File: src/rtl/slcd_pkg.sv
// Shared constants for the serial line command decoder.
// Holds command codes, character codes and the prefix match function.
// No dependencies.
package slcd_pkg;

   // default line length before the write index wraps
   localparam int LINE_DEPTH_DEF = 50;

   // command codes on rsp_command_code
   localparam logic [3:0] CMD_NONE     = 4'd0;
   localparam logic [3:0] CMD_SETTIME  = 4'd2;
   localparam logic [3:0] CMD_PUMP_ON  = 4'd3;
   localparam logic [3:0] CMD_PUMP_OFF = 4'd4;

   // character codes
   localparam logic [7:0] CH_TAB   = 8'd9;
   localparam logic [7:0] CH_LF    = 8'd10;
   localparam logic [7:0] CH_CR    = 8'd13;
   localparam logic [7:0] CH_SPACE = 8'd32;
   localparam logic [7:0] CH_PLUS  = 8'd43;
   localparam logic [7:0] CH_MINUS = 8'd45;
   localparam logic [7:0] CH_ZERO  = 8'd48;
   localparam logic [7:0] CH_NINE  = 8'd57;

   // prefixes, right-justified: char i of a prefix sits at byte (len-1-i)
   localparam int NUM_PFX = 9;
   localparam int PFX_MAX = 8;
   localparam logic [PFX_MAX-1:0][7:0] PFX_TEXT [NUM_PFX] = '{
      "@html", "@setTime", "@pompOn", "@pompOff", "@lampOn",
      "@lampOff", "@fanOn", "@fanOff", "@ac"
   };
   localparam logic [3:0] PFX_LEN [NUM_PFX] = '{
      4'd5, 4'd8, 4'd7, 4'd8, 4'd7, 4'd8, 4'd6, 4'd7, 4'd3
   };

   // first prefix that matches the head of the line, or CMD_NONE
   function automatic logic [3:0] pfx_code(input logic [PFX_MAX-1:0][7:0] head);
      logic [3:0] code;
      logic       hit;
      code = CMD_NONE;
      for (int k = NUM_PFX - 1; k >= 0; k--) begin
         hit = 1'b1;
         for (int i = 0; i < PFX_MAX; i++) begin
            if (i < int'(PFX_LEN[k]) &&
                head[i] != PFX_TEXT[k][3'(int'(PFX_LEN[k]) - 1 - i)]) begin
               hit = 1'b0;
            end
         end
         if (hit) begin
            code = 4'(k + 1);
         end
      end
      return code;
   endfunction

endpackage

File: src/rtl/slcd_ram.sv
// Generic single write port, single read port RAM with registered read.
// No dependencies.
module slcd_ram #(
   parameter int WIDTH = 8,
   parameter int DEPTH = 51
) (
   input  logic                     clock,
   input  logic                     wr_en,
   input  logic [$clog2(DEPTH)-1:0] wr_addr,
   input  logic [WIDTH-1:0]         wr_data,
   input  logic [$clog2(DEPTH)-1:0] rd_addr,
   output logic [WIDTH-1:0]         rd_data
);

   logic [WIDTH-1:0] mem [DEPTH];

   always_ff @(posedge clock) begin
      if (wr_en) begin
         mem[wr_addr] <= wr_data;
      end
      rd_data <= mem[rd_addr];
   end

endmodule

File: src/rtl/serial_line_command_decoder.sv
// Top level of the serial line command decoder.
// Depends on slcd_pkg and slcd_ram.
//
// Usage:
//  - Input channel req_*: one received byte per word. Carriage return is
//    dropped, line feed ends the line, any other byte is stored in the line
//    store (write index wraps after LINE_DEPTH bytes).
//  - Result channel rsp_*: one word per line feed, carrying the command code
//    and the current pump number and time holding registers.
//  - A stored or dropped byte leaves the sequencer idle, ready for the next
//    byte. A line feed reads the first eight store entries, each read
//    followed by an evaluate state, matches the prefixes, then walks each
//    decimal field one byte at a time through the single read port of the
//    store, and loads the output register; no new byte is taken until the
//    sequencer is idle again.
//  - Reset clears the state machine, fill index, holding registers and the
//    per-entry valid bits, so the whole store reads as zero at once.
//  - A result waits in the output register while rsp_stall is high; bytes
//    are still stored meanwhile, but the next line feed holds in its final
//    step until the output register is free.
module serial_line_command_decoder #(
   parameter int LINE_DEPTH = slcd_pkg::LINE_DEPTH_DEF
) (
   input  logic       clock,
   input  logic       reset,
   input  logic       req_valid,
   output logic       req_stall,
   input  logic [7:0] req_rx_byte,
   output logic       rsp_valid,
   input  logic       rsp_stall,
   output logic [3:0] rsp_command_code,
   output logic [7:0] rsp_pump_number,
   output logic [7:0] rsp_year,
   output logic [7:0] rsp_month,
   output logic [7:0] rsp_day,
   output logic [7:0] rsp_hour,
   output logic [7:0] rsp_minute,
   output logic [7:0] rsp_second
);
   import slcd_pkg::*;

   localparam int STORE_DEPTH = LINE_DEPTH + 1;
   localparam int AW          = $clog2(STORE_DEPTH);

   // sequencer states
   localparam logic [2:0] S_IDLE   = 3'd0;
   localparam logic [2:0] S_PFX_RD = 3'd1;
   localparam logic [2:0] S_PFX_EV = 3'd2;
   localparam logic [2:0] S_MATCH  = 3'd3;
   localparam logic [2:0] S_FLD_RD = 3'd4;
   localparam logic [2:0] S_FLD_EV = 3'd5;
   localparam logic [2:0] S_FINISH = 3'd6;

   // field targets
   localparam logic [2:0] FLD_YEAR   = 3'd0;
   localparam logic [2:0] FLD_MONTH  = 3'd1;
   localparam logic [2:0] FLD_DAY    = 3'd2;
   localparam logic [2:0] FLD_HOUR   = 3'd3;
   localparam logic [2:0] FLD_MINUTE = 3'd4;
   localparam logic [2:0] FLD_SECOND = 3'd5;
   localparam logic [2:0] FLD_PUMP   = 3'd6;

   // field offsets in the line
   localparam int SETTIME_BASE = 9;
   localparam int FIELD_STEP   = 3;
   localparam int PUMP_ON_POS  = 8;
   localparam int PUMP_OFF_POS = 9;

   logic [2:0]               state_ff, state_in;
   logic [AW-1:0]            fill_ff, fill_in;
   logic [STORE_DEPTH-1:0]   valid_ff, valid_in;
   logic                     valid_q_ff;
   logic [2:0]               cnt_ff, cnt_in;
   logic [PFX_MAX-1:0][7:0]  pfx_buf_ff, pfx_buf_in;
   logic [3:0]               code_ff, code_in;
   logic [2:0]               fld_sel_ff, fld_sel_in;
   logic [AW-1:0]            fld_base_ff, fld_base_in;
   logic [AW-1:0]            pos_ff, pos_in;
   logic [7:0]               acc_ff, acc_in;
   logic                     neg_ff, neg_in;
   logic                     ph_digit_ff, ph_digit_in;
   logic [7:0]               pump_ff, pump_in;
   logic [7:0]               year_ff, year_in;
   logic [7:0]               month_ff, month_in;
   logic [7:0]               day_ff, day_in;
   logic [7:0]               hour_ff, hour_in;
   logic [7:0]               minute_ff, minute_in;
   logic [7:0]               second_ff, second_in;
   logic                     rsp_valid_ff, rsp_valid_in;
   logic [3:0]               rsp_code_ff, rsp_code_in;
   logic [7:0]               rsp_pump_ff, rsp_pump_in;
   logic [7:0]               rsp_year_ff, rsp_year_in;
   logic [7:0]               rsp_month_ff, rsp_month_in;
   logic [7:0]               rsp_day_ff, rsp_day_in;
   logic [7:0]               rsp_hour_ff, rsp_hour_in;
   logic [7:0]               rsp_minute_ff, rsp_minute_in;
   logic [7:0]               rsp_second_ff, rsp_second_in;

   logic          req_acc;
   logic          ram_we;
   logic [AW-1:0] wr_idx;
   logic [AW-1:0] rd_addr;
   logic [7:0]    ram_q;
   logic [7:0]    rd_byte;
   logic          is_blank, is_digit, is_sign;
   logic [7:0]    dig_val;
   logic [7:0]    acc_step;
   logic [7:0]    fld_val;
   logic          fld_done;
   logic [3:0]    match_code;
   logic          rsp_free;

   // line store
   slcd_ram #(
      .WIDTH(8),
      .DEPTH(STORE_DEPTH)
   ) u_line_ram (
      .clock  (clock),
      .wr_en  (ram_we),
      .wr_addr(wr_idx),
      .wr_data(req_rx_byte),
      .rd_addr(rd_addr),
      .rd_data(ram_q)
   );

   // handshake
   assign req_stall = (state_ff != S_IDLE);
   assign req_acc   = req_valid && !req_stall;
   assign rsp_free  = !rsp_valid_ff || !rsp_stall;

   // store write position, wrapping at the line length
   assign wr_idx = (fill_ff == AW'(LINE_DEPTH)) ? '0 : fill_ff;
   assign ram_we = req_acc && req_rx_byte != CH_CR && req_rx_byte != CH_LF;

   // read address: prefix bytes, then field bytes
   assign rd_addr = (state_ff == S_PFX_RD) ? AW'(cnt_ff) : pos_ff;
   // never-written or cleared entries read as zero
   assign rd_byte = valid_q_ff ? ram_q : 8'd0;

   // character classes for the field scan
   assign is_blank = rd_byte == CH_SPACE || (rd_byte >= CH_TAB && rd_byte <= CH_CR);
   assign is_digit = rd_byte >= CH_ZERO && rd_byte <= CH_NINE;
   assign is_sign  = rd_byte == CH_PLUS || rd_byte == CH_MINUS;
   assign dig_val  = rd_byte - CH_ZERO;
   assign acc_step = (acc_ff << 3) + (acc_ff << 1) + dig_val;
   assign fld_val  = neg_ff ? 8'(8'd0 - acc_ff) : acc_ff;

   assign match_code = pfx_code(pfx_buf_ff);

   // field scan ends at the first byte that does not continue it
   always_comb begin
      if (ph_digit_ff) begin
         fld_done = !is_digit;
      end else begin
         fld_done = !is_blank && !is_sign && !is_digit;
      end
   end

   // sequencer
   always_comb begin
      state_in    = state_ff;
      fill_in     = fill_ff;
      valid_in    = valid_ff;
      cnt_in      = cnt_ff;
      pfx_buf_in  = pfx_buf_ff;
      code_in     = code_ff;
      fld_sel_in  = fld_sel_ff;
      fld_base_in = fld_base_ff;
      pos_in      = pos_ff;
      acc_in      = acc_ff;
      neg_in      = neg_ff;
      ph_digit_in = ph_digit_ff;
      pump_in     = pump_ff;
      year_in     = year_ff;
      month_in    = month_ff;
      day_in      = day_ff;
      hour_in     = hour_ff;
      minute_in   = minute_ff;
      second_in   = second_ff;
      rsp_valid_in  = rsp_valid_ff && rsp_stall;
      rsp_code_in   = rsp_code_ff;
      rsp_pump_in   = rsp_pump_ff;
      rsp_year_in   = rsp_year_ff;
      rsp_month_in  = rsp_month_ff;
      rsp_day_in    = rsp_day_ff;
      rsp_hour_in   = rsp_hour_ff;
      rsp_minute_in = rsp_minute_ff;
      rsp_second_in = rsp_second_ff;

      case (state_ff)
         S_IDLE: begin
            if (req_acc) begin
               if (req_rx_byte == CH_LF) begin
                  cnt_in   = '0;
                  state_in = S_PFX_RD;
               end else if (req_rx_byte != CH_CR) begin
                  // byte goes in, the entry after it becomes the terminator
                  valid_in[wr_idx]      = 1'b1;
                  valid_in[wr_idx + 1'b1] = 1'b0;
                  fill_in               = wr_idx + 1'b1;
               end
            end
         end
         S_PFX_RD: begin
            state_in = S_PFX_EV;
         end
         S_PFX_EV: begin
            pfx_buf_in[cnt_ff] = rd_byte;
            cnt_in             = cnt_ff + 3'd1;
            state_in           = (cnt_ff == 3'(PFX_MAX - 1)) ? S_MATCH : S_PFX_RD;
         end
         S_MATCH: begin
            code_in     = match_code;
            acc_in      = '0;
            neg_in      = 1'b0;
            ph_digit_in = 1'b0;
            state_in    = S_FLD_RD;
            case (match_code)
               CMD_SETTIME: begin
                  fld_sel_in  = FLD_YEAR;
                  fld_base_in = AW'(SETTIME_BASE);
                  pos_in      = AW'(SETTIME_BASE);
               end
               CMD_PUMP_ON: begin
                  fld_sel_in = FLD_PUMP;
                  pos_in     = AW'(PUMP_ON_POS);
               end
               CMD_PUMP_OFF: begin
                  fld_sel_in = FLD_PUMP;
                  pos_in     = AW'(PUMP_OFF_POS);
               end
               default: begin
                  state_in = S_FINISH;
               end
            endcase
         end
         S_FLD_RD: begin
            state_in = S_FLD_EV;
         end
         S_FLD_EV: begin
            if (fld_done) begin
               // field finished: load its register, go on to the next one or finish
               case (fld_sel_ff)
                  FLD_YEAR:   year_in   = fld_val;
                  FLD_MONTH:  month_in  = fld_val;
                  FLD_DAY:    day_in    = fld_val;
                  FLD_HOUR:   hour_in   = fld_val;
                  FLD_MINUTE: minute_in = fld_val;
                  FLD_SECOND: second_in = fld_val;
                  default:    pump_in   = fld_val;
               endcase
               acc_in      = '0;
               neg_in      = 1'b0;
               ph_digit_in = 1'b0;
               if (fld_sel_ff < FLD_SECOND) begin
                  fld_sel_in  = fld_sel_ff + 3'd1;
                  fld_base_in = fld_base_ff + AW'(FIELD_STEP);
                  pos_in      = fld_base_ff + AW'(FIELD_STEP);
                  state_in    = S_FLD_RD;
               end else begin
                  state_in = S_FINISH;
               end
            end else begin
               pos_in   = pos_ff + 1'b1;
               state_in = S_FLD_RD;
               if (ph_digit_ff) begin
                  acc_in = acc_step;
               end else if (is_sign) begin
                  neg_in      = (rd_byte == CH_MINUS);
                  ph_digit_in = 1'b1;
               end else if (is_digit) begin
                  acc_in      = dig_val;
                  ph_digit_in = 1'b1;
               end
            end
         end
         S_FINISH: begin
            if (rsp_free) begin
               rsp_valid_in  = 1'b1;
               rsp_code_in   = code_ff;
               rsp_pump_in   = pump_ff;
               rsp_year_in   = year_ff;
               rsp_month_in  = month_ff;
               rsp_day_in    = day_ff;
               rsp_hour_in   = hour_ff;
               rsp_minute_in = minute_ff;
               rsp_second_in = second_ff;
               // clear the line: entry 0 reads as zero again
               fill_in     = '0;
               valid_in[0] = 1'b0;
               state_in    = S_IDLE;
            end
         end
         default: begin
            state_in = S_IDLE;
         end
      endcase
   end

   // control and holding registers
   always_ff @(posedge clock) begin
      if (reset) begin
         state_ff     <= S_IDLE;
         fill_ff      <= '0;
         valid_ff     <= '0;
         pump_ff      <= '0;
         year_ff      <= '0;
         month_ff     <= '0;
         day_ff       <= '0;
         hour_ff      <= '0;
         minute_ff    <= '0;
         second_ff    <= '0;
         rsp_valid_ff <= 1'b0;
      end else begin
         state_ff     <= state_in;
         fill_ff      <= fill_in;
         valid_ff     <= valid_in;
         pump_ff      <= pump_in;
         year_ff      <= year_in;
         month_ff     <= month_in;
         day_ff       <= day_in;
         hour_ff      <= hour_in;
         minute_ff    <= minute_in;
         second_ff    <= second_in;
         rsp_valid_ff <= rsp_valid_in;
      end
   end

   // payload registers
   always_ff @(posedge clock) begin
      valid_q_ff    <= valid_ff[rd_addr];
      cnt_ff        <= cnt_in;
      pfx_buf_ff    <= pfx_buf_in;
      code_ff       <= code_in;
      fld_sel_ff    <= fld_sel_in;
      fld_base_ff   <= fld_base_in;
      pos_ff        <= pos_in;
      acc_ff        <= acc_in;
      neg_ff        <= neg_in;
      ph_digit_ff   <= ph_digit_in;
      rsp_code_ff   <= rsp_code_in;
      rsp_pump_ff   <= rsp_pump_in;
      rsp_year_ff   <= rsp_year_in;
      rsp_month_ff  <= rsp_month_in;
      rsp_day_ff    <= rsp_day_in;
      rsp_hour_ff   <= rsp_hour_in;
      rsp_minute_ff <= rsp_minute_in;
      rsp_second_ff <= rsp_second_in;
   end

   // outputs
   assign rsp_valid        = rsp_valid_ff;
   assign rsp_command_code = rsp_code_ff;
   assign rsp_pump_number  = rsp_pump_ff;
   assign rsp_year         = rsp_year_ff;
   assign rsp_month        = rsp_month_ff;
   assign rsp_day          = rsp_day_ff;
   assign rsp_hour         = rsp_hour_ff;
   assign rsp_minute       = rsp_minute_ff;
   assign rsp_second       = rsp_second_ff;

endmodule
File: config.mk
export PLATFORM = sky130hd
export DESIGN_NAME = serial_line_command_decoder
export DESIGN_NICKNAME = d
export VERILOG_FILES = /design/src/rtl/slcd_pkg.sv /design/src/rtl/slcd_ram.sv /design/src/rtl/serial_line_command_decoder.sv
export SDC_FILE = /design/constraint.sdc
export NUM_CORES = 1
export LEC_CHECK = 0
export BUFFER_PORTS_ARGS = -buffer_cell sky130_fd_sc_hd__buf_2
export CAP_MARGIN = 20
export CELL_PAD_IN_SITES_DETAIL_PLACEMENT = 0
export CELL_PAD_IN_SITES_GLOBAL_PLACEMENT = 1
export CORE_MARGIN = 2
export CORE_UTILIZATION = 45
export DETAILED_ROUTE_END_ITERATION = 7
export PLACE_DENSITY_LB_ADDON = 0.1
export SYNTH_ARGS = -nofsm -noshare
export SYNTH_HDL_FRONTEND = slang
export SYNTH_SLANG_ARGS = --single-unit
export TNS_END_PERCENT = 50
File: constraint.sdc
create_clock -name clock -period 3.1 [get_ports clock]
set_input_delay 0.155 -clock clock [delete_from_list [all_inputs] [get_ports clock]]
set_output_delay 0.155 -clock clock [all_outputs]
set_load 0.05 [all_outputs]
==> metrics.md <==
| Metric | Value |
|---|---|
| Number of levels in the clock H-tree | 3 |
| Synth top area share | 0.6030 |
| Worst slew margin relative to its limit | 0.2933 |
| Top flip-flop cell by instance count after synthesis | edfxtp_1 |
| Share of post-route cells with drive strength above 1 | 0.1825 |
| Class of the most critical setup path | flop to flop |
| Worst Setup Slack, final | 0.1093 ns |
| Result of the run | completed |
| TritonRoute pass-1 iters | 5 |
| Synth async-reset ratio | 0 |
| TritonCTS clock tree | yes |
| #FFs+latches synth | 690 |
| Finished layout cell area | 0.03313 mm2 |
| Die Ht | 253.8 um |
| Max-capacitance violation count | 0 |
| Antenna violation net count after detailed routing | 0 |
| Post-Syn Instances | 2146 |
| Number of violations reported at the end of detailed-routing iteration 0 | 1837 |
| Total of fill cells in the finished design | 5237 |
| Portion of the post-synthesis area used by sequential elements | 0.6928 |
| Post-synth EDFFs | 564 |
| Combinational Power Share | 0.019 |
| Leftover overflow at the end of global routing | 0 |
| Final count of negative-setup-slack endpoints | 0 |
| Total negative slack | 0 ns |
| Clock network fraction of total power | 0.462 |
| Final Wtd Congestion | 0.9376 |
| Clk Latency, worst-skew pair | 0.62 ns |
| Vias in the first global route | 18.20k |
| Unique cell type count in the Yosys netlist | 83 |
| Placed inst area | 0.03062 mm2 |
| TritonCTS buffer count | 75 |
| Filler-free cell count of the finished design | 3270 |
| Maximum clock skew at final layout | 0.02218 ns |
| Post-Synthesis Cell Area | 0.02809 mm2 |
| Combined global-route utilization of all metal layers | 0.2446 |
| Share of cell area taken by muxes after synthesis | 0.04535 |
| Final critical path time including I/O delays and setup | 2.991 ns |
| First-pass GRT wire length | 115800 um |
| Vias post-DR | 18.52k |
| Kind of path behind the tightest hold check | primary input to flop |
| Simple-Gate Fraction of Synth Area | 0.1279 |
| Layout Area Growth over Synthesis | 17.95% |
| Xor and xnor fraction of the mapped netlist area | 0.007172 |
| Number of nets in the layout | 2409 |
| Total power after layout | 19.38 mW |
| Post-synthesis compound-gate area fraction | 0.08629 |
| DIE AREA | 0.06443 mm2 |
| Final number of hold-violating endpoints | 0 |
| Placement-stage worst setup slack | 0.1537 ns |
| Drc violations | 0 |
| Count of synthesis-stage warnings from yosys | 0 |
| Pwr per Cell Area | 585.0 mW/mm2 |
| Diode count | 0 |
| Cell-internal power | 15.42 mW |
| Arrival time worst endpoint | 3.48 ns |
| Maximum VDD drop | 0.0004602 V |
| Crit-path max FO | 14 |
| Power dissipated by switching net loads | 3.963 mW |
| Clock Tree Buf Depth | 3 |
| Leakage power | 11.47 nW |
| Sw Share | 0.2045 |
| Core area | 0.06171 mm2 |
| Row Count | 91 |
| Largest family of logic cells by synthesized area | simple AND/OR/NAND/NOR gates |
| Total instance count after detailed placement | 3130 |
| Pin count of the biggest net entering global routing | 61 |
| Initial antenna violation count | 2 |
| Type of destination of the critical path | flop |
| Transition time at the pin with the least slew margin | 1.050 ns |
| CTS sink count | 690 |
| Register share of total power | 0.519 |
| Critical Path RT | 3.59 ns |
| Routed length per instance | 23.94 um |
| Starting Density | 0.4551 |
| Max-slew violation count | 0 |
| Unrepaired setup endpoints after global routing | no |
| Reg clk slew, reported paths | 0.06 ns |
| Startpoint types | flop |
| Ports placed on the boundary | 74 |
| Core Util, Final | 0.5368 |
| Adder-cell area share of the yosys netlist | 0.01292 |
| Post-CTS setup buffers | 0 |
| Detail-routed via count per cell | 5.662 |
| Final-layout worst hold slack | 0.02845 ns |
| Portion of the clock cycle consumed by the worst path in the final layout | 0.9648 |
| Port buffer count | 73 |
| DP Wirelength | 52530 um |
| Clock tree root driver cell | clkbuf_16 |
| Leading post-synthesis cells by cell area | edfxtp_1 60%, dfxtp_1 9.0%, nand2_1 3.5% |
| Overall die width | 253.8 um |
| Post-synth top area cell | edfxtp_1 |
| Fmax | 334.4 MHz |
| Total Routed Length | 78290 um |
| Mean area per synthesized cell | 13.09 um2 |
[state kept, by name (all words and copies together) (netlist names), 6 cells and up]
register	cells
rsp_month	8
u_line_ram.mem	408
day_ff	8
acc_ff	8
rsp_second	8
second_ff	8
rsp_pump_number	8
pos_ff	6
month_ff	8
fld_base_ff	6
rsp_hour	8
rsp_day	8
pfx_buf_ff	64
minute_ff	8
rsp_year	8
hour_ff	8
valid_ff	51
rsp_minute	8
year_ff	8
fill_ff	6
pump_ff	8
u_line_ram.rd_data	8
[repair_timing]
item	CTS	global route
hold buffers	1	0
endpoints found under the hold margin	1	0
setup endpoints to repair	0	1
gates resized for setup	0	3
[critical path, cell delays in order (launching register included)]
cell	delay [ns]
dfxtp_1	0.31
or3b_1	0.57
a21oi_4	0.30
buf_12	0.20
buf_4	0.19
mux2i_1	0.19
o22ai_1	0.09
or4_1	0.52
o22ai_1	0.34
a22oi_2	0.14
[cell usage after synthesis, drive strengths merged, types with 8 or more instances]
cell    number
dfxtp      126
ha          21
nand3      133
a31oi       16
nor2       209
nand2b       8
xor2        11
nor3b        8
o221a       18
nand4       17
mux2i       83
o21a        10
a41oi        8
clkbuf      68
mux4        14
mux2        11
nand2      259
a211oi      74
nor2b       18
nor3        42
edfxtp     564
o21ai       52
and3         9
o22ai       32
inv         36
xnor2       12
nor4        12
and2        18
a21oi       78
buf         60
[kinds of logic after synthesis]
kind of cell               Yosys count
AOI/OAI and AO/OA                  354
xor gates and xnor gates            23
adders and majority gates           26
buffers and inverters              166
DFF                                690
muxes                              108
other                                1
and+or+nand+nor                    778
[final cells by class]
class | instances | area, um2 | area share
clock inverter | 42 | 434.2 | 0.01311
multi-input combinational | 1297 | 7949 | 0.2399
sequential | 690 | 19460 | 0.5875
tap | 837 | 1047 | 0.03161
inverter | 38 | 142.6 | 0.004306
clock buffer | 97 | 2052 | 0.06194
timing repair buffer | 269 | 2042 | 0.06164
[power groups by stage]
| stage | sequential, mW | combinational (mW) | clock, mW |
|---|---|---|---|
| 6_report | 10.1 | 0.376 | 8.94 |
| 5_1_grt | 10.1 | 0.407 | 9.45 |
| 4_1_cts | 10.1 | 0.377 | 9.10 |
| 3_5_place_dp | 10.3 | 0.375 | 0 |
| 3_3_place_gp | 10.3 | 0.370 | 0 |
| 2_1_floorplan | 10.2 | 0.157 | 0 |
[cells in the final DEF, fill, tap and decap left out, types with 18 or more instances in the layout]
cell type  netlist  routed
buf_4            8     180
nor3_1          42      42
buf_2           36      72
nand3_1        133     133
nor2b_1         18      18
edfxtp_1       564     564
ha_1            21      21
inv_1           35      34
mux2i_1         82      82
o21ai_0         48      48
o22ai_1         32      32
nor2_1         208     208
a21oi_1         77      76
a211oi_1        74      74
o221a_2         18      18
dfxtp_1        126     124
nand2_1        259     259
clkbuf_16        0      77
[final timing paths]
check	start	endpoint	slack [ns]	cells past startpoint
min	reset	second_ff[0]	0.03	2
max reg2reg	state_ff[2]	u_line_ram.rd_data[6]	0.11	9
max	state_ff[2]	u_line_ram.rd_data[6]	0.11	9
min reg2reg	code_ff[1]	rsp_command_code[1]	0.42	0
[per-layer routing]
metal,share of wire,GRT usage,up-vias,wire length [um]
met2,0.47,0.3863,643,36490
met3,0.061,0.04404,155,4752
met4,0.035,0.08975,0,2708
met1,0.44,0.3396,9195,34330
li1,-,-,8523,-
met5,0,0,-,0
Note: power is estimated with default switching activity, not from simulation.
